$ cat src/sv/wprw_pkg.sv
// Shared command, status and state codes for the rwlock table.
`default_nettype none
package wprw_pkg;

    typedef enum logic [3:0] {
        CMD_CREATE       = 4'd0,
        CMD_CLOSE        = 4'd1,
        CMD_TRY_READ     = 4'd2,
        CMD_TRY_WRITE    = 4'd3,
        CMD_READ_BEGIN   = 4'd4,
        CMD_WRITE_BEGIN  = 4'd5,
        CMD_POLL_READ    = 4'd6,
        CMD_POLL_WRITE   = 4'd7,
        CMD_CANCEL       = 4'd8,
        CMD_READ_UNLOCK  = 4'd9,
        CMD_WRITE_UNLOCK = 4'd10,
        CMD_RESET_ALL    = 4'd11
    } cmd_t;

    typedef enum logic [3:0] {
        ST_OK            = 4'd0,
        ST_INVAL         = 4'd1,
        ST_STALE         = 4'd2,
        ST_EXHAUSTED     = 4'd3,
        ST_WOULD_BLOCK   = 4'd4,
        ST_PENDING       = 4'd5,
        ST_DISCONNECTED  = 4'd6,
        ST_INVALID_STATE = 4'd7,
        ST_CANCELLED     = 4'd8
    } status_t;

    typedef enum logic [1:0] {
        S_IDLE,
        S_EXEC,
        S_CLR_RD,
        S_CLR_WR
    } fsm_t;

    localparam logic [15:0] READERS_MAX = 16'hFFFF;

    // advance a generation, skipping zero
    function automatic logic [15:0] gen_next(input logic [15:0] g);
        logic [15:0] n;
        n = g + 16'd1;
        return (n == 16'd0) ? 16'd1 : n;
    endfunction

endpackage
`default_nettype wire

$ cat src/sv/wprw_ram.sv
// Generic single-write, single-read RAM with registered read data.
`default_nettype none
module wprw_ram #(
    parameter int WIDTH = 8,
    parameter int DEPTH = 16
) (
    input  wire logic                                   clk,
    input  wire logic                                   wr_en,
    input  wire logic [(DEPTH > 1 ? $clog2(DEPTH) : 1)-1:0] wr_addr,
    input  wire logic [WIDTH-1:0]                       wr_data,
    input  wire logic                                   rd_en,
    input  wire logic [(DEPTH > 1 ? $clog2(DEPTH) : 1)-1:0] rd_addr,
    output logic      [WIDTH-1:0]                       rd_data
);

    logic [WIDTH-1:0] mem [DEPTH];

    always_ff @(posedge clk)
    begin
        if (wr_en)
        begin
            mem[wr_addr] <= wr_data;
        end
        if (rd_en)
        begin
            rd_data <= mem[rd_addr];
        end
    end

endmodule
`default_nettype wire

$ cat src/sv/writer_preferring_rwlock_table_core.sv
// Each command reads its table word on accept, then modifies/writes it and loads the result beat.
// Commands do not overlap: req_stall holds the next one off until the current one has executed.
// reset_all sweeps every lock below the high mark, a read state then a write state per lock.
// The result sits in an output register, so it may wait while the block idles.
// Reset: asynchronous, active low; clears live flags, entry valid bits, the high
// mark and the control state. Entries not yet written read as all zero.
`default_nettype none
module writer_preferring_rwlock_table_core #(
    parameter int LOCK_COUNT   = 16,
    parameter int WAITER_SLOTS = 8
) (
    input  wire logic        clk,
    input  wire logic        rst_n,
    input  wire logic        req_valid,
    output logic             req_stall,
    input  wire logic [3:0]  command,
    input  wire logic [7:0]  lock_index,
    input  wire logic [15:0] lock_tag,
    input  wire logic [7:0]  waiter_index,
    input  wire logic        cancel_requested,
    output logic             rsp_valid,
    input  wire logic        rsp_stall,
    output logic [3:0]       status,
    output logic [7:0]       out_lock_index,
    output logic [15:0]      out_tag,
    output logic [7:0]       out_waiter_index,
    output logic [15:0]      reader_count,
    output logic             is_write_locked
);
    import wprw_pkg::*;

    localparam int IW = (LOCK_COUNT > 1) ? $clog2(LOCK_COUNT) : 1;
    localparam int MW = $clog2(LOCK_COUNT + 1);
    localparam int W  = WAITER_SLOTS;
    localparam int WW = (W > 1) ? $clog2(W) : 1;
    localparam int CW = $clog2(W + 1);

    // One table word per lock; the live flag stays in flops for the create search.
    typedef struct packed {
        logic [15:0]   gen;
        logic [15:0]   readers;
        logic          wholds;
        logic [CW-1:0] wwait;
        logic [W-1:0]  act;
        logic [W-1:0]  gnt;
        logic [W-1:0]  wr;
    } ent_t;

    localparam int EW = $bits(ent_t);

    // ------------------------------------------------------------------
    // Helpers
    // ------------------------------------------------------------------
    function automatic logic [CW-1:0] pop(input logic [W-1:0] v);
        logic [CW-1:0] c;
        c = '0;
        for (int k = 0; k < W; k++)
        begin
            c = c + CW'(v[k]);
        end
        return c;
    endfunction

    function automatic ent_t dec_writers(input ent_t x);
        ent_t y;
        y = x;
        if (x.wwait != '0)
        begin
            y.wwait = x.wwait - CW'(1);
        end
        return y;
    endfunction

    // Hand the lock to the first ungranted writer, else to waiting readers
    // while the reader count has room.
    function automatic ent_t wake(input ent_t x);
        ent_t          y;
        logic [W-1:0]  wel;
        logic [W-1:0]  rel;
        logic [W-1:0]  g;
        logic [WW-1:0] pick;
        logic          found;
        logic [16:0]   room;
        logic [CW-1:0] cnt;
        y     = x;
        wel   = x.act & ~x.gnt & x.wr;
        rel   = x.act & ~x.gnt & ~x.wr;
        g     = '0;
        pick  = '0;
        found = 1'b0;
        cnt   = '0;
        room  = 17'(READERS_MAX) - 17'(x.readers);
        if (x.wwait != '0)
        begin
            for (int k = W - 1; k >= 0; k--)
            begin
                if (wel[k])
                begin
                    pick  = WW'(k);
                    found = 1'b1;
                end
            end
        end
        if (found)
        begin
            y.gnt[pick] = 1'b1;
            y.wholds    = 1'b1;
        end
        else
        begin
            for (int k = 0; k < W; k++)
            begin
                if (rel[k])
                begin
                    if (17'(cnt) < room)
                    begin
                        g[k] = 1'b1;
                    end
                    cnt = cnt + CW'(1);
                end
            end
            y.gnt     = x.gnt | g;
            y.readers = x.readers + 16'(pop(g));
        end
        return y;
    endfunction

    // Drop a waiter and return whatever grant it held.
    function automatic ent_t drop_waiter(input ent_t x, input logic [W-1:0] b);
        ent_t y;
        y = x;
        if ((x.gnt & b) != '0)
        begin
            if ((x.wr & b) != '0)
            begin
                y.wholds = 1'b0;
            end
            else if (x.readers != 16'd0)
            begin
                y.readers = x.readers - 16'd1;
            end
        end
        if ((x.wr & b) != '0)
        begin
            y = dec_writers(y);
        end
        y.act = y.act & ~b;
        y.gnt = y.gnt & ~b;
        return y;
    endfunction

    // ------------------------------------------------------------------
    // Registers
    // ------------------------------------------------------------------
    fsm_t                  state_reg, state_next;
    logic [3:0]            cmd_reg;
    logic [7:0]            idx_reg;
    logic [15:0]           tag_reg;
    logic [7:0]            wix_reg;
    logic                  cancel_reg;
    logic [IW-1:0]         addr_reg;
    logic                  rng_reg;
    logic                  free_ok_reg;
    logic                  ent_ok_reg;
    logic [IW-1:0]         ptr_reg;
    logic [MW-1:0]         mark_reg;
    logic [LOCK_COUNT-1:0] live_reg;
    logic [LOCK_COUNT-1:0] vld_reg;

    logic                  rsp_valid_reg;
    logic [3:0]            status_reg;
    logic [7:0]            oidx_reg;
    logic [15:0]           otag_reg;
    logic [7:0]            owait_reg;
    logic [15:0]           rcnt_reg;
    logic                  wl_reg;

    // ------------------------------------------------------------------
    // Accept side: pick the table word to read
    // ------------------------------------------------------------------
    logic          acc;
    logic          free_ok;
    logic [IW-1:0] free_idx;
    logic          in_rng;
    logic [IW-1:0] acc_addr;

    always_comb
    begin
        free_ok  = 1'b0;
        free_idx = '0;
        for (int k = LOCK_COUNT - 1; k >= 0; k--)
        begin
            if (!live_reg[k])
            begin
                free_ok  = 1'b1;
                free_idx = IW'(k);
            end
        end
    end

    assign acc    = req_valid && (state_reg == S_IDLE);
    assign in_rng = ({1'b0, lock_index} < 9'(LOCK_COUNT));

    always_comb
    begin
        if ((command == CMD_CREATE) && free_ok)
        begin
            acc_addr = free_idx;
        end
        else if (in_rng)
        begin
            acc_addr = lock_index[IW-1:0];
        end
        else
        begin
            acc_addr = '0;
        end
    end

    // ------------------------------------------------------------------
    // Table memory
    // ------------------------------------------------------------------
    logic          mem_rd_en;
    logic [IW-1:0] mem_rd_addr;
    logic [EW-1:0] mem_rd_data;
    logic          mem_wr_en;
    logic [IW-1:0] mem_wr_addr;
    logic [EW-1:0] mem_wr_data;

    assign mem_rd_en   = acc || (state_reg == S_CLR_RD);
    assign mem_rd_addr = acc ? acc_addr : ptr_reg;

    wprw_ram #(
        .WIDTH (EW),
        .DEPTH (LOCK_COUNT)
    ) u_table (
        .clk     (clk),
        .wr_en   (mem_wr_en),
        .wr_addr (mem_wr_addr),
        .wr_data (mem_wr_data),
        .rd_en   (mem_rd_en),
        .rd_addr (mem_rd_addr),
        .rd_data (mem_rd_data)
    );

    // ------------------------------------------------------------------
    // Execute: modify the word read on accept
    // ------------------------------------------------------------------
    ent_t          e;
    ent_t          n;
    ent_t          sweep_ent;
    logic          hit;
    logic          wix_ok;
    logic [W-1:0]  b;
    logic          slot_ok;
    logic [WW-1:0] slot;
    logic          go;
    logic          x_wen;
    logic          x_live_set;
    logic          x_live_clr;
    logic          x_mark_clr;
    logic          x_mark_upd;
    logic          vis;
    status_t       st;
    logic [7:0]    oidx;
    logic [15:0]   otag;
    logic [7:0]    owait;

    assign e      = ent_ok_reg ? ent_t'(mem_rd_data) : '0;
    assign hit    = rng_reg && live_reg[addr_reg] && (e.gen == tag_reg);
    assign wix_ok = ({1'b0, wix_reg} < 9'(W));
    assign b      = wix_ok ? (W'(1) << wix_reg[WW-1:0]) : '0;
    assign go     = (state_reg == S_EXEC) && (!rsp_valid_reg || !rsp_stall);

    always_comb
    begin
        slot_ok = 1'b0;
        slot    = '0;
        for (int k = W - 1; k >= 0; k--)
        begin
            if (!e.act[k])
            begin
                slot_ok = 1'b1;
                slot    = WW'(k);
            end
        end
    end

    always_comb
    begin
        n          = e;
        x_wen      = 1'b0;
        x_live_set = 1'b0;
        x_live_clr = 1'b0;
        x_mark_clr = 1'b0;
        x_mark_upd = 1'b0;
        vis        = hit;
        st         = ST_INVAL;
        oidx       = 8'd0;
        otag       = 16'd0;
        owait      = 8'd0;
        unique case (cmd_reg)
            CMD_CREATE:
            begin
                if (free_ok_reg)
                begin
                    n          = '0;
                    n.gen      = gen_next(e.gen);
                    x_wen      = 1'b1;
                    x_live_set = 1'b1;
                    x_mark_upd = 1'b1;
                    vis        = 1'b1;
                    oidx       = 8'(addr_reg);
                    otag       = n.gen;
                    st         = ST_OK;
                end
                else
                begin
                    st = ST_EXHAUSTED;
                end
            end
            CMD_CLOSE:
            begin
                if (!hit)
                begin
                    st = ST_STALE;
                end
                else
                begin
                    n.act      = '0;
                    n.wwait    = '0;
                    x_wen      = 1'b1;
                    x_live_clr = 1'b1;
                    vis        = 1'b0;
                    st         = ST_OK;
                end
            end
            CMD_TRY_READ:
            begin
                if (!hit)
                begin
                    st = ST_STALE;
                end
                else if (e.wholds || (e.wwait != '0) || (e.readers == READERS_MAX))
                begin
                    st = ST_WOULD_BLOCK;
                end
                else
                begin
                    n.readers = e.readers + 16'd1;
                    x_wen     = 1'b1;
                    oidx      = idx_reg;
                    otag      = tag_reg;
                    st        = ST_OK;
                end
            end
            CMD_TRY_WRITE:
            begin
                if (!hit)
                begin
                    st = ST_STALE;
                end
                else if (e.wholds || (e.readers != 16'd0))
                begin
                    st = ST_WOULD_BLOCK;
                end
                else
                begin
                    n.wholds = 1'b1;
                    x_wen    = 1'b1;
                    oidx     = idx_reg;
                    otag     = tag_reg;
                    st       = ST_OK;
                end
            end
            CMD_READ_BEGIN, CMD_WRITE_BEGIN:
            begin
                if (!hit)
                begin
                    st = ST_STALE;
                end
                else if (!slot_ok)
                begin
                    st = ST_EXHAUSTED;
                end
                else
                begin
                    n.act[slot] = 1'b1;
                    n.gnt[slot] = 1'b0;
                    n.wr[slot]  = (cmd_reg == CMD_WRITE_BEGIN);
                    if (cmd_reg == CMD_WRITE_BEGIN)
                    begin
                        n.wwait = e.wwait + CW'(1);
                    end
                    x_wen = 1'b1;
                    oidx  = idx_reg;
                    otag  = tag_reg;
                    owait = 8'(slot);
                    st    = ST_OK;
                end
            end
            CMD_POLL_READ, CMD_POLL_WRITE:
            begin
                if (!hit)
                begin
                    st = ST_DISCONNECTED;
                end
                else if (!wix_ok)
                begin
                    st = ST_INVAL;
                end
                else if (((e.act & b) == '0)
                         || (((e.wr & b) != '0) != (cmd_reg == CMD_POLL_WRITE)))
                begin
                    st = ST_INVALID_STATE;
                end
                else if (cancel_reg)
                begin
                    n     = drop_waiter(e, b);
                    x_wen = 1'b1;
                    st    = ST_CANCELLED;
                end
                else if ((e.gnt & b) != '0)
                begin
                    n.act = e.act & ~b;
                    n.gnt = e.gnt & ~b;
                    if (cmd_reg == CMD_POLL_WRITE)
                    begin
                        n = dec_writers(n);
                    end
                    x_wen = 1'b1;
                    oidx  = idx_reg;
                    otag  = tag_reg;
                    st    = ST_OK;
                end
                else if (cmd_reg == CMD_POLL_READ)
                begin
                    if (e.wholds || (e.wwait != '0))
                    begin
                        st = ST_PENDING;
                    end
                    else if (e.readers == READERS_MAX)
                    begin
                        st = ST_WOULD_BLOCK;
                    end
                    else
                    begin
                        n.readers = e.readers + 16'd1;
                        n.act     = e.act & ~b;
                        x_wen     = 1'b1;
                        oidx      = idx_reg;
                        otag      = tag_reg;
                        st        = ST_OK;
                    end
                end
                else
                begin
                    if (e.wholds || (e.readers != 16'd0))
                    begin
                        st = ST_PENDING;
                    end
                    else
                    begin
                        n.wholds = 1'b1;
                        n        = dec_writers(n);
                        n.act    = e.act & ~b;
                        x_wen    = 1'b1;
                        oidx     = idx_reg;
                        otag     = tag_reg;
                        st       = ST_OK;
                    end
                end
            end
            CMD_CANCEL:
            begin
                st = ST_OK;
                if (hit)
                begin
                    if (!wix_ok)
                    begin
                        st = ST_INVAL;
                    end
                    else if ((e.act & b) != '0)
                    begin
                        n     = drop_waiter(e, b);
                        x_wen = 1'b1;
                    end
                end
            end
            CMD_READ_UNLOCK:
            begin
                if (!hit)
                begin
                    st = ST_STALE;
                end
                else if (e.readers == 16'd0)
                begin
                    st = ST_INVALID_STATE;
                end
                else
                begin
                    n.readers = e.readers - 16'd1;
                    if (n.readers == 16'd0)
                    begin
                        n = wake(n);
                    end
                    x_wen = 1'b1;
                    st    = ST_OK;
                end
            end
            CMD_WRITE_UNLOCK:
            begin
                if (!hit)
                begin
                    st = ST_STALE;
                end
                else if (!e.wholds)
                begin
                    st = ST_INVALID_STATE;
                end
                else
                begin
                    n.wholds = 1'b0;
                    n        = wake(n);
                    x_wen    = 1'b1;
                    st       = ST_OK;
                end
            end
            CMD_RESET_ALL:
            begin
                x_mark_clr = 1'b1;
                vis        = 1'b0;
                st         = ST_OK;
            end
            default:
            begin
                st = ST_INVAL;
            end
        endcase
    end

    // Sweep word: new generation, everything else cleared.
    always_comb
    begin
        sweep_ent     = '0;
        sweep_ent.gen = gen_next(e.gen);
    end

    assign mem_wr_en   = (go && x_wen) || (state_reg == S_CLR_WR);
    assign mem_wr_addr = (state_reg == S_CLR_WR) ? ptr_reg : addr_reg;
    assign mem_wr_data = (state_reg == S_CLR_WR) ? EW'(sweep_ent) : EW'(n);

    // ------------------------------------------------------------------
    // Sequencer
    // ------------------------------------------------------------------
    logic sweep_last;

    assign sweep_last = ((9'(ptr_reg) + 9'd1) == 9'(mark_reg));

    always_comb
    begin
        state_next = state_reg;
        unique case (state_reg)
            S_IDLE:
            begin
                if (req_valid)
                begin
                    if ((command == CMD_RESET_ALL) && (mark_reg != '0))
                    begin
                        state_next = S_CLR_RD;
                    end
                    else
                    begin
                        state_next = S_EXEC;
                    end
                end
            end
            S_EXEC:
            begin
                if (go)
                begin
                    state_next = S_IDLE;
                end
            end
            S_CLR_RD:
            begin
                state_next = S_CLR_WR;
            end
            S_CLR_WR:
            begin
                state_next = sweep_last ? S_EXEC : S_CLR_RD;
            end
            default:
            begin
                state_next = S_IDLE;
            end
        endcase
    end

    assign req_stall = (state_reg != S_IDLE);

    // ------------------------------------------------------------------
    // Control registers
    // ------------------------------------------------------------------
    always_ff @(posedge clk or negedge rst_n)
    begin
        if (!rst_n)
        begin
            state_reg     <= S_IDLE;
            mark_reg      <= '0;
            live_reg      <= '0;
            vld_reg       <= '0;
            ptr_reg       <= '0;
            rsp_valid_reg <= 1'b0;
        end
        else
        begin
            state_reg <= state_next;
            if (acc)
            begin
                ptr_reg <= '0;
            end
            else if ((state_reg == S_CLR_WR) && !sweep_last)
            begin
                ptr_reg <= ptr_reg + IW'(1);
            end
            // drop the live flag of each swept lock
            if (state_reg == S_CLR_WR)
            begin
                live_reg[ptr_reg] <= 1'b0;
            end
            if (mem_wr_en)
            begin
                vld_reg[mem_wr_addr] <= 1'b1;
            end
            if (go)
            begin
                if (x_live_set)
                begin
                    live_reg[addr_reg] <= 1'b1;
                end
                if (x_live_clr)
                begin
                    live_reg[addr_reg] <= 1'b0;
                end
                if (x_mark_clr)
                begin
                    mark_reg <= '0;
                end
                else if (x_mark_upd && (9'(addr_reg) >= 9'(mark_reg)))
                begin
                    mark_reg <= MW'(9'(addr_reg) + 9'd1);
                end
            end
            // hold the beat until taken, load the next one when free
            if (go)
            begin
                rsp_valid_reg <= 1'b1;
            end
            else if (!rsp_stall)
            begin
                rsp_valid_reg <= 1'b0;
            end
        end
    end

    // ------------------------------------------------------------------
    // Payload registers
    // ------------------------------------------------------------------
    always_ff @(posedge clk)
    begin
        if (acc)
        begin
            cmd_reg     <= command;
            idx_reg     <= lock_index;
            tag_reg     <= lock_tag;
            wix_reg     <= waiter_index;
            cancel_reg  <= cancel_requested;
            addr_reg    <= acc_addr;
            rng_reg     <= in_rng;
            free_ok_reg <= free_ok;
        end
        if (mem_rd_en)
        begin
            ent_ok_reg <= vld_reg[mem_rd_addr];
        end
        if (go)
        begin
            status_reg <= 4'(st);
            oidx_reg   <= oidx;
            otag_reg   <= otag;
            owait_reg  <= owait;
            rcnt_reg   <= vis ? n.readers : 16'd0;
            wl_reg     <= vis ? n.wholds : 1'b0;
        end
    end

    assign rsp_valid        = rsp_valid_reg;
    assign status           = status_reg;
    assign out_lock_index   = oidx_reg;
    assign out_tag          = otag_reg;
    assign out_waiter_index = owait_reg;
    assign reader_count     = rcnt_reg;
    assign is_write_locked  = wl_reg;

endmodule
`default_nettype wire

$ cat config.mk
export PLATFORM = sky130hd
export DESIGN_NAME = writer_preferring_rwlock_table_core
export DESIGN_NICKNAME = d
export VERILOG_FILES = /design/src/sv/wprw_pkg.sv /design/src/sv/wprw_ram.sv /design/src/sv/writer_preferring_rwlock_table_core.sv
export SDC_FILE = /design/constraint.sdc
export NUM_CORES = 2
export LEC_CHECK = 0
export BUFFER_PORTS_ARGS = -buffer_cell sky130_fd_sc_hd__buf_2
export CAP_MARGIN = 20
export CORE_ASPECT_RATIO = 2
export CORE_UTILIZATION = 43
export CTS_BUF_LIST = sky130_fd_sc_hd__clkbuf_4 sky130_fd_sc_hd__clkbuf_8 sky130_fd_sc_hd__clkbuf_16
export DETAILED_ROUTE_END_ITERATION = 12
export HOLD_SLACK_MARGIN = 0.02
export PLACE_DENSITY = 0.68
export SLEW_MARGIN = 10
export SYNTH_ARGS = -nofsm -noshare
export SYNTH_HDL_FRONTEND = slang
export SYNTH_HIERARCHICAL = 1
export SYNTH_SLANG_ARGS = --single-unit
$ cat constraint.sdc
create_clock -name clk -period 13.2 [get_ports clk]
set_input_delay 1.98 -clock clk [delete_from_list [all_inputs] [get_ports clk]]
set_output_delay 1.98 -clock clk [all_outputs]
set_load 0.05 [all_outputs]
### Word-level counts from Yosys, hierarchy flattened

Memories as Yosys holds them, arrays and structs flattened. A register that Yosys moved wholly into a read port is not among the register bits.
Index checks and enable logic that the tools add are counted.

| cells by class | value |
|---|---|
| add/subtract/negate cells | 38 |
| $lt $le $gt $ge | 32 |
| equal/unequal tests | 22 |
| shift operators | 1 |
| muxes and demuxes | 446 |
| bitwise gates (word level) | 28 |
| reduce and logical (&&, ||, !) cells | 48 |

Operators by type and width:

| kind | number |
|---|---|
| 2-to-1 mux 61 bit | 19 |
| 2-to-1 mux 16 bit | 31 |
| 2-to-1 mux 4 bit | 107 |
| 2-to-1 mux 45 bit | 6 |
| less-than comparator 4 x 17 -> 1 bit | 14 |
| one-hot mux 16 bit (6 select lines) | 2 |
| 2-to-1 mux 1 bit | 191 |
| 2-to-1 mux 8 bit | 20 |
| one-hot mux 16 bit (5 select lines) | 2 |
| 2-to-1 mux 28 bit | 4 |
| bitwise AND 8 bit | 13 |
| 2-to-1 mux 3 bit | 34 |
| one-hot mux 12 bit (7 select lines) | 1 |
| adder 4 x 1 -> 4 bit, second input constant | 14 |
| zero test 16 bit | 3 |
| OR 8 bit | 5 |
| one-hot mux 4 bit (10 select lines) | 1 |
| one-hot mux 8 bit (5 select lines) | 1 |
| less-than comparator 1 x 17 -> 1 bit, first input constant | 2 |
| subtractor 16 x 16 -> 17 bit, first input constant | 2 |
| adder 16 x 1 -> 16 bit, second input constant | 2 |
| adder 16 x 4 -> 16 bit | 2 |
| adder 4 x 1 -> 4 bit | 8 |
| bitwise AND 16 bit | 2 |
| 56 further kinds | 129 |

| word-level totals | value |
|---|---|
| flip-flop bits (word level) | 141 |
| RAM bits | 976 |
| input port bits | 41 |
| output and inout bits | 55 |
| word-level logic and storage cells | 638 |
| memories kept | 1 |

Memory list:

| memory | depth | width | rd ports | clocked after Yosys merged registers in | write ports | RTL line | source |
|---|---|---|---|---|---|---|---|
| u_table.mem | 16 | 61 | 1 | 1 | 1 | wprw_ram.sv:16 | `logic [WIDTH-1:0] mem [DEPTH];` |

### Longest topological paths before layout

| logic depth | value |
|---|---|
| depth in word-level cells | 80 |
| mapped depth | 44 |
| depth with buffers taken out | 35 |

### Modules after synthesis

The synthesis kept the hierarchy.

By module, submodules not included:

| module | instances | cells each | area each (um2) | seq. area each (um2) |
|---|---|---|---|---|
| wprw_ram | 1 | 1572 | 38375.6 | 31139.9 |
| writer_preferring_rwlock_table_core | 1 | 1981 | 15270.9 | 3863.7 |

### Worst setup path before layout

OpenSTA, ideal clock, no wires.

| path | value |
|---|---|
| path type | flip-flop to flip-flop |
| from | register ent_ok_reg |
| to | memory u_table/mem[0][41] in the netlist's numbering (data pin) |
| library setup time | 0.297 ns |
| arrival time | 8.841 ns |
| data required time | 12.903 ns |
| slack | 4.062 ns |
| cell stages (with the launch flop) | 44 |
| buffers on the path | 9 |
| period minus slack after synthesis | 9.138 ns |
| cell sequence | edfxtp_1 > buf_4 > buf_6 > buf_4 > buf_6 > buf_2 > clkbuf_1 > clkbuf_1 > nand2_1 > nor3_1 > inv_1 > ha_1 > clkbuf_1 > xnor2_1 > inv_1 > ha_1 > mux2_2 > xnor2_1 > [8 not listed] > nor2_1 > o21a_1 > fa_1 > inv_1 > fa_1 > fa_1 > fa_1 > fa_1 > nor2b_1 > o21ai_0 > nand2b_1 > and3_1 > buf_2 > nand4_1 > xnor2_1 > o22ai_1 > o31a_1 > and2_1 |

| between the ends | value |
|---|---|
| cells in the longest elaborated chain, start to end | 68 |
| elaborated cells between the ends (all ways) | 303 |
| those cells by class | 32 x add/sub; 16 x order compare; 3 x eq/ne; 232 x mux; 8 x bitwise; 12 x reduce/logical |

Ends and longest elaborated chain:

| element | RTL line | source |
|---|---|---|
| start: declaration | writer_preferring_rwlock_table_core.sv:164 | `logic ent_ok_reg;` |
| start signal: assignment | writer_preferring_rwlock_table_core.sv:685 | `ent_ok_reg <= vld_reg[mem_rd_addr];` |
| 2-to-1 mux 61 bit * | writer_preferring_rwlock_table_core.sv:269 | `assign e = ent_ok_reg ? ent_t'(mem_rd_data) : '0;` |
| inverter 8 bit | writer_preferring_rwlock_table_core.sv:86, writer_preferring_rwlock_table_core.sv:87 |  |
| bitwise AND 8 bit | writer_preferring_rwlock_table_core.sv:86, writer_preferring_rwlock_table_core.sv:87 |  |
| bitwise AND 8 bit | writer_preferring_rwlock_table_core.sv:87 | `rel = x.act & ~x.gnt & ~x.wr;` |
| 2-to-1 mux 1 bit | writer_preferring_rwlock_table_core.sv:113 | `if (rel[k])` |
| 2-to-1 mux 4 bit | writer_preferring_rwlock_table_core.sv:104 | `if (found)` |
| 2-to-1 mux 4 bit | writer_preferring_rwlock_table_core.sv:503 | `if (n.readers == 16'd0)` |
| 2-to-1 mux 4 bit | writer_preferring_rwlock_table_core.sv:496 | `else if (e.readers == 16'd0)` |
| [53 not listed] | -- |  |
| adder 16 x 4 -> 16 bit | writer_preferring_rwlock_table_core.sv:123 | `y.readers = x.readers + 16'(pop(g));` |
| 2-to-1 mux 16 bit | writer_preferring_rwlock_table_core.sv:104 |  |
| 2-to-1 mux 45 bit | writer_preferring_rwlock_table_core.sv:503 |  |
| 2-to-1 mux 45 bit | writer_preferring_rwlock_table_core.sv:496 |  |
| 2-to-1 mux 45 bit | writer_preferring_rwlock_table_core.sv:492 | `if (!hit)` |
| one-hot mux 16 bit (6 select lines) * | writer_preferring_rwlock_table_core.sv:302 | `unique case (cmd_reg)` |
| 2-to-1 mux 61 bit * | writer_preferring_rwlock_table_core.sv:551 | `assign mem_wr_data = (state_reg == S_CLR_WR) ? EW'(sweep_ent) : EW'(n);` |
| via mem_wr_data[41] | writer_preferring_rwlock_table_core.sv:228 | `logic [EW-1:0] mem_wr_data;` |
| end: declaration | wprw_ram.sv:16 |  |

Mark *: on every way through the listed nets, which the timed path passes. The rest lies on a longest branch. The select of a mux whose other input is x is not followed.

### Worst setup path after layout

| path | value |
|---|---|
| from | register u_table.rd_data[17], read port of u_table.mem |
| to | memory u_table/mem[8][35] in the netlist's numbering (data pin) |

| between the ends | value |
|---|---|
| cells in the longest elaborated chain, start to end | 60 |
| elaborated cells between the ends (all ways) | 226 |
| those cells by class | 26 x add/sub; 12 x order compare; 181 x mux; 4 x bitwise; 3 x reduce/logical |

Ends and longest elaborated chain:

| element | RTL line | source |
|---|---|---|
| start: declaration | wprw_ram.sv:13 | `output logic [WIDTH-1:0] rd_data` |
| 2-to-1 mux 61 bit * | writer_preferring_rwlock_table_core.sv:269 |  |
| bitwise AND 8 bit | writer_preferring_rwlock_table_core.sv:86, writer_preferring_rwlock_table_core.sv:87 |  |
| bitwise AND 8 bit | writer_preferring_rwlock_table_core.sv:87 |  |
| 2-to-1 mux 4 bit | writer_preferring_rwlock_table_core.sv:113 |  |
| 2-to-1 mux 4 bit | writer_preferring_rwlock_table_core.sv:104 |  |
| 2-to-1 mux 4 bit | writer_preferring_rwlock_table_core.sv:503 |  |
| 2-to-1 mux 4 bit | writer_preferring_rwlock_table_core.sv:496 |  |
| 2-to-1 mux 4 bit | writer_preferring_rwlock_table_core.sv:492 |  |
| [45 not listed] | -- |  |
| adder 16 x 4 -> 16 bit | writer_preferring_rwlock_table_core.sv:123 |  |
| 2-to-1 mux 16 bit | writer_preferring_rwlock_table_core.sv:104 |  |
| 2-to-1 mux 45 bit | writer_preferring_rwlock_table_core.sv:503 |  |
| 2-to-1 mux 45 bit | writer_preferring_rwlock_table_core.sv:496 |  |
| 2-to-1 mux 45 bit | writer_preferring_rwlock_table_core.sv:492 |  |
| one-hot mux 16 bit (6 select lines) * | writer_preferring_rwlock_table_core.sv:302 |  |
| 2-to-1 mux 61 bit * | writer_preferring_rwlock_table_core.sv:551 |  |
| via mem_wr_data[35] | writer_preferring_rwlock_table_core.sv:228 |  |

Marks and branches as above.

==> run_summary.xml <==
<?xml version="1.0" encoding="UTF-8"?>
<metrics>
  <group name="layout">
    <metric name="registers.top_by_ff_count" unit="">u_table/mem</metric>
    <metric name="largest_registers" unit="">u_table/mem: 976 flops, u_table/rd_data: 61 flops</metric>
    <metric name="post-route-util" unit="">0.481</metric>
    <metric name="design.final.nets" unit="">3794</metric>
    <metric name="share_of_layout_cells_above_drive_strength_1" unit="">0.201</metric>
    <metric name="multi_input_comb_area" unit="um2">17600</metric>
    <metric name="largest_reg_flops" unit="">976</metric>
    <metric name="filler_cell_count_in_the_final_layout" unit="">10700</metric>
    <metric name="seq_area" unit="um2">35000</metric>
    <metric name="area.growth.synth_to_final" unit="%">11.3</metric>
  </group>
  <group name="routing">
    <metric name="dr.max_layer_used" unit="">met5</metric>
    <metric name="met3WireLength" unit="mm">12.8</metric>
    <metric name="num_vias" unit="">34700</metric>
    <metric name="initialDrtViolationCount" unit="">3732</metric>
    <metric name="post-route-drc-count" unit="">0</metric>
    <metric name="antenna_violating_nets_post_route" unit="">0</metric>
    <metric name="m1WireLength" unit="mm">59.3</metric>
    <metric name="vias_per_cell" unit="">6.39</metric>
    <metric name="drt-total-wl" unit="mm">175</metric>
    <metric name="route.met2.wl" unit="mm">90.4</metric>
    <metric name="routedWlPerCell" unit="um">32.3</metric>
    <metric name="drt_first_pass_iters" unit="">8</metric>
  </group>
  <group name="timing">
    <metric name="hold_violation_total_from_the_final_report" unit="">0</metric>
    <metric name="fin_skew" unit="ns">0.0829</metric>
    <metric name="rsz0062_at_grt" unit="">no</metric>
    <metric name="report.final.slew_viol_count" unit="">0</metric>
    <metric name="maxSlewHeadroom" unit="">0.207</metric>
    <metric name="fmaxAchievable" unit="GHz">0.101</metric>
    <metric name="fin_setup_tns" unit="ns">0</metric>
    <metric name="period_minus_slack" unit="ns">9.86</metric>
    <metric name="tightestPinTransition" unit="ns">1.18</metric>
    <metric name="setup_viol" unit="">0</metric>
    <metric name="min_period_over_period" unit="">0.747</metric>
  </group>
  <group name="worst_setup_path">
    <metric name="crit_path_top_delay_cell" unit="">sky130_fd_sc_hd__nor3_1</metric>
    <metric name="cp_slowest_stage_delay" unit="ns">0.74</metric>
    <metric name="critPathLaunch" unit="">u_table/rd_data[17]</metric>
    <metric name="timing.critical_path.buf_inv" unit="">3</metric>
    <metric name="crit_end_category" unit="">register</metric>
    <metric name="critPathKind" unit="">reg -&gt; reg</metric>
    <metric name="cp.arrival" unit="ns">10.26</metric>
    <metric name="cpLargestDelayFamily" unit="">adder cells</metric>
    <metric name="critical-path-top-cell-by-count" unit="">sky130_fd_sc_hd__fa_1</metric>
    <metric name="worst_ep_required_time" unit="ns">13.60</metric>
    <metric name="worstSetupStartpointType" unit="">register</metric>
    <metric name="critPathMaxFanout" unit="">16</metric>
    <metric name="critical_path.reg2reg.startpoint" unit="">u_table/rd_data[17]</metric>
  </group>
  <group name="placed_design">
    <metric name="place.detailed.hpwl" unit="mm">113</metric>
    <metric name="port_buffers" unit="">90</metric>
    <metric name="gpl.final_weighted_congestion" unit="">1.10</metric>
  </group>
  <group name="power">
    <metric name="p_leak" unit="nW">19.3</metric>
    <metric name="power" unit="mW">11.3</metric>
    <metric name="power.density_cell_area" unit="nW/um2">189</metric>
    <metric name="power.share.combinational" unit="">0.297</metric>
    <metric name="sequential_cell_fraction_of_total_power" unit="">0.439</metric>
    <metric name="power.net_switching" unit="mW">3.95</metric>
    <metric name="clock_power_frac" unit="">0.263</metric>
    <metric name="switching_share" unit="">0.351</metric>
    <metric name="internal_power" unit="mW">7.31</metric>
    <metric name="power.ir.vdd_worst" unit="uV">124</metric>
  </group>
  <group name="synthesis">
    <metric name="seq_area_frac_synth" unit="">0.652</metric>
    <metric name="synthMostInstantiatedCell" unit="">sky130_fd_sc_hd__edfxtp_1</metric>
    <metric name="yosys-top-cells-count" unit="">sky130_fd_sc_hd__edfxtp_1 (1,129), sky130_fd_sc_hd__nand2_1 (308), sky130_fd_sc_hd__mux4_2 (250)</metric>
    <metric name="synth_enable_flop_cells" unit="">1129</metric>
    <metric name="synth_register_bits" unit="">1173</metric>
    <metric name="synth.distinct_cells" unit="">113</metric>
    <metric name="synth_top_cell_by_area" unit="">sky130_fd_sc_hd__edfxtp_1</metric>
    <metric name="async_flop_share" unit="">0.0375</metric>
    <metric name="postSynthAreaPerCell" unit="um2">15.1</metric>
    <metric name="synth_flop_cell" unit="">sky130_fd_sc_hd__edfxtp_1</metric>
    <metric name="post_synth_instance_area" unit="um2">53600</metric>
    <metric name="post_synth_main_area_contributors" unit="">sky130_fd_sc_hd__edfxtp_1 (63%), sky130_fd_sc_hd__mux4_2 (10%), sky130_fd_sc_hd__nand2_1 (2.2%)</metric>
    <metric name="synth_largest_type_area_fraction" unit="">0.632</metric>
    <metric name="synthesis.instances" unit="">3553</metric>
    <metric name="ys.warnings.count" unit="">6</metric>
  </group>
  <group name="clock_tree">
    <metric name="post_cts_hold_buffer_count" unit="">0</metric>
    <metric name="cts_inserted_buffers" unit="">98</metric>
    <metric name="post_cts_buffers" unit="">0</metric>
    <metric name="clock_path_buffers" unit="">3</metric>
    <metric name="clk-insertion-delay-late" unit="ns">0.79</metric>
    <metric name="cts.root.buffer_cell" unit="">sky130_fd_sc_hd__clkbuf_16</metric>
    <metric name="cts_repair_resize_count" unit="">0</metric>
    <metric name="cts.clk_slew.worst_paths" unit="ns">0.07</metric>
    <metric name="cts-htree-levels" unit="">3</metric>
    <metric name="tritoncts_clock_tree" unit="">yes</metric>
    <metric name="clock_sinks" unit="">1173</metric>
  </group>
  <group name="global_route">
    <metric name="via_count_of_the_first_global_routing_pass" unit="">34900</metric>
    <metric name="global_route_wire_length_before_repair" unit="mm">250</metric>
    <metric name="global_route.usage.total" unit="">0.280</metric>
    <metric name="grt_overflow_total" unit="">0</metric>
    <metric name="grt_start_max_net_pins" unit="">113</metric>
    <metric name="antenna_found_initial" unit="">6</metric>
  </group>
  <group name="floorplan">
    <metric name="core-area" unit="um2">124000</metric>
    <metric name="floorplan.die_area" unit="um2">126000</metric>
    <metric name="num_rows" unit="">183</metric>
    <metric name="floorplan.io_pins" unit="">96</metric>
    <metric name="dieHeight" unit="um">502</metric>
    <metric name="initial_core_utilization" unit="">0.432</metric>
    <metric name="dieWidth" unit="um">252</metric>
  </group>
  <group name="flow_run">
    <metric name="timing.max_cap.violations" unit="">0</metric>
  </group>
  <group name="hold_path">
    <metric name="holdCritStartpoint" unit="">vld_reg[13]</metric>
    <metric name="min_path_type" unit="">reg -&gt; reg</metric>
  </group>
  <group name="run_status">
    <metric name="run_status" unit="">finished, final reports clean</metric>
  </group>
</metrics>
power groups by stage:
stage	registers [mW]	clock network (mW)	logic [mW]
2_1_floorplan	5.01	0	2.13
3_3_place_gp	5.02	0	3.23
3_5_place_dp	5.02	0	3.26
4_1_cts	4.94	3.01	3.27
5_1_grt	4.96	3.14	3.54
6_report	4.95	2.97	3.35
metal layers:
metal / GRT usage / vias to the layer above
li1: - / 14400
met1: 0.311 / 17800
met2: 0.491 / 1911
met3: 0.0450 / 608
met4: 0.187 / 4
met5: 0 / -
cells by family (layout without fill, tap and decap cells):
logic type	count (synthesis)	after routing	synth area share
fa+ha+maj	71	71	0.0179
other cells	1	9	0.0000699
mux	296	296	0.114
xor+xnor	84	84	0.0143
simple gates	926	926	0.0857
compound gates	725	725	0.0904
flops	1173	1173	0.652
buf+inv	277	483	0.0253
per-stage QoR:
step	setup slack, ns	hold WS (ns)	std cells	instance area, um2
final	3.34	0.469	5432	59700
after floorplan	4.06	0.441	3559	53700
after global routing	2.75	0.497	5431	59700
after detailed placement	3.43	0.455	5231	56300
after global placement	3.40	0.452	5228	56300
after CTS	3.40	0.471	5413	59600
placed cells by master (no fill, tap or decap), drive strengths merged, types with 11 or more instances in the layout:
cell type,count
nor2,204
mux4,250
clkinv,42
or3,19
nand2,310
a211oi,15
mux2,17
ha,60
nand4,35
o22ai,26
and2,33
xor2,33
a31oi,52
o21ai,182
a21oi,113
buf,227
nand2b,25
nand4b,12
o31ai,18
and3,29
nor2b,14
o21bai,13
nand3,81
o211ai,25
dfrtp,44
xnor2,50
edfxtp,1129
clkbuf,112
nor3,76
nor4,32
clkinvlp,11
inv,84
a22oi,133
mux2i,29
o21a,26
a21boi,18
path summary, 6_finish.rpt:
| kind | endpoint | slack [ns] | cells after the start |
|---|---|---|---|
| max | u_table/mem[8][35] | 3.34 | 34 |
| min | vld_reg[13] | 0.47 | 1 |
| max reg2reg | u_table/mem[8][35] | 3.34 | 34 |
| min reg2reg | vld_reg[13] | 0.47 | 1 |
| max in group asynchronous | live_reg[10] | 11.58 | 2 |
| min in group asynchronous | vld_reg[10] | 1.08 | 1 |
layout make-up:
type | count | area share
flip-flops and latches | 1173 | 0.586
multi-input cells | 2109 | 0.294
clock buffers | 111 | 0.0427
well taps | 1665 | 0.0349
repair buffers | 228 | 0.0253
clock inverters | 71 | 0.0121
inverters | 73 | 0.00484
diodes | 2 | 0.0000838
Power figures use the tool's default switching activity.
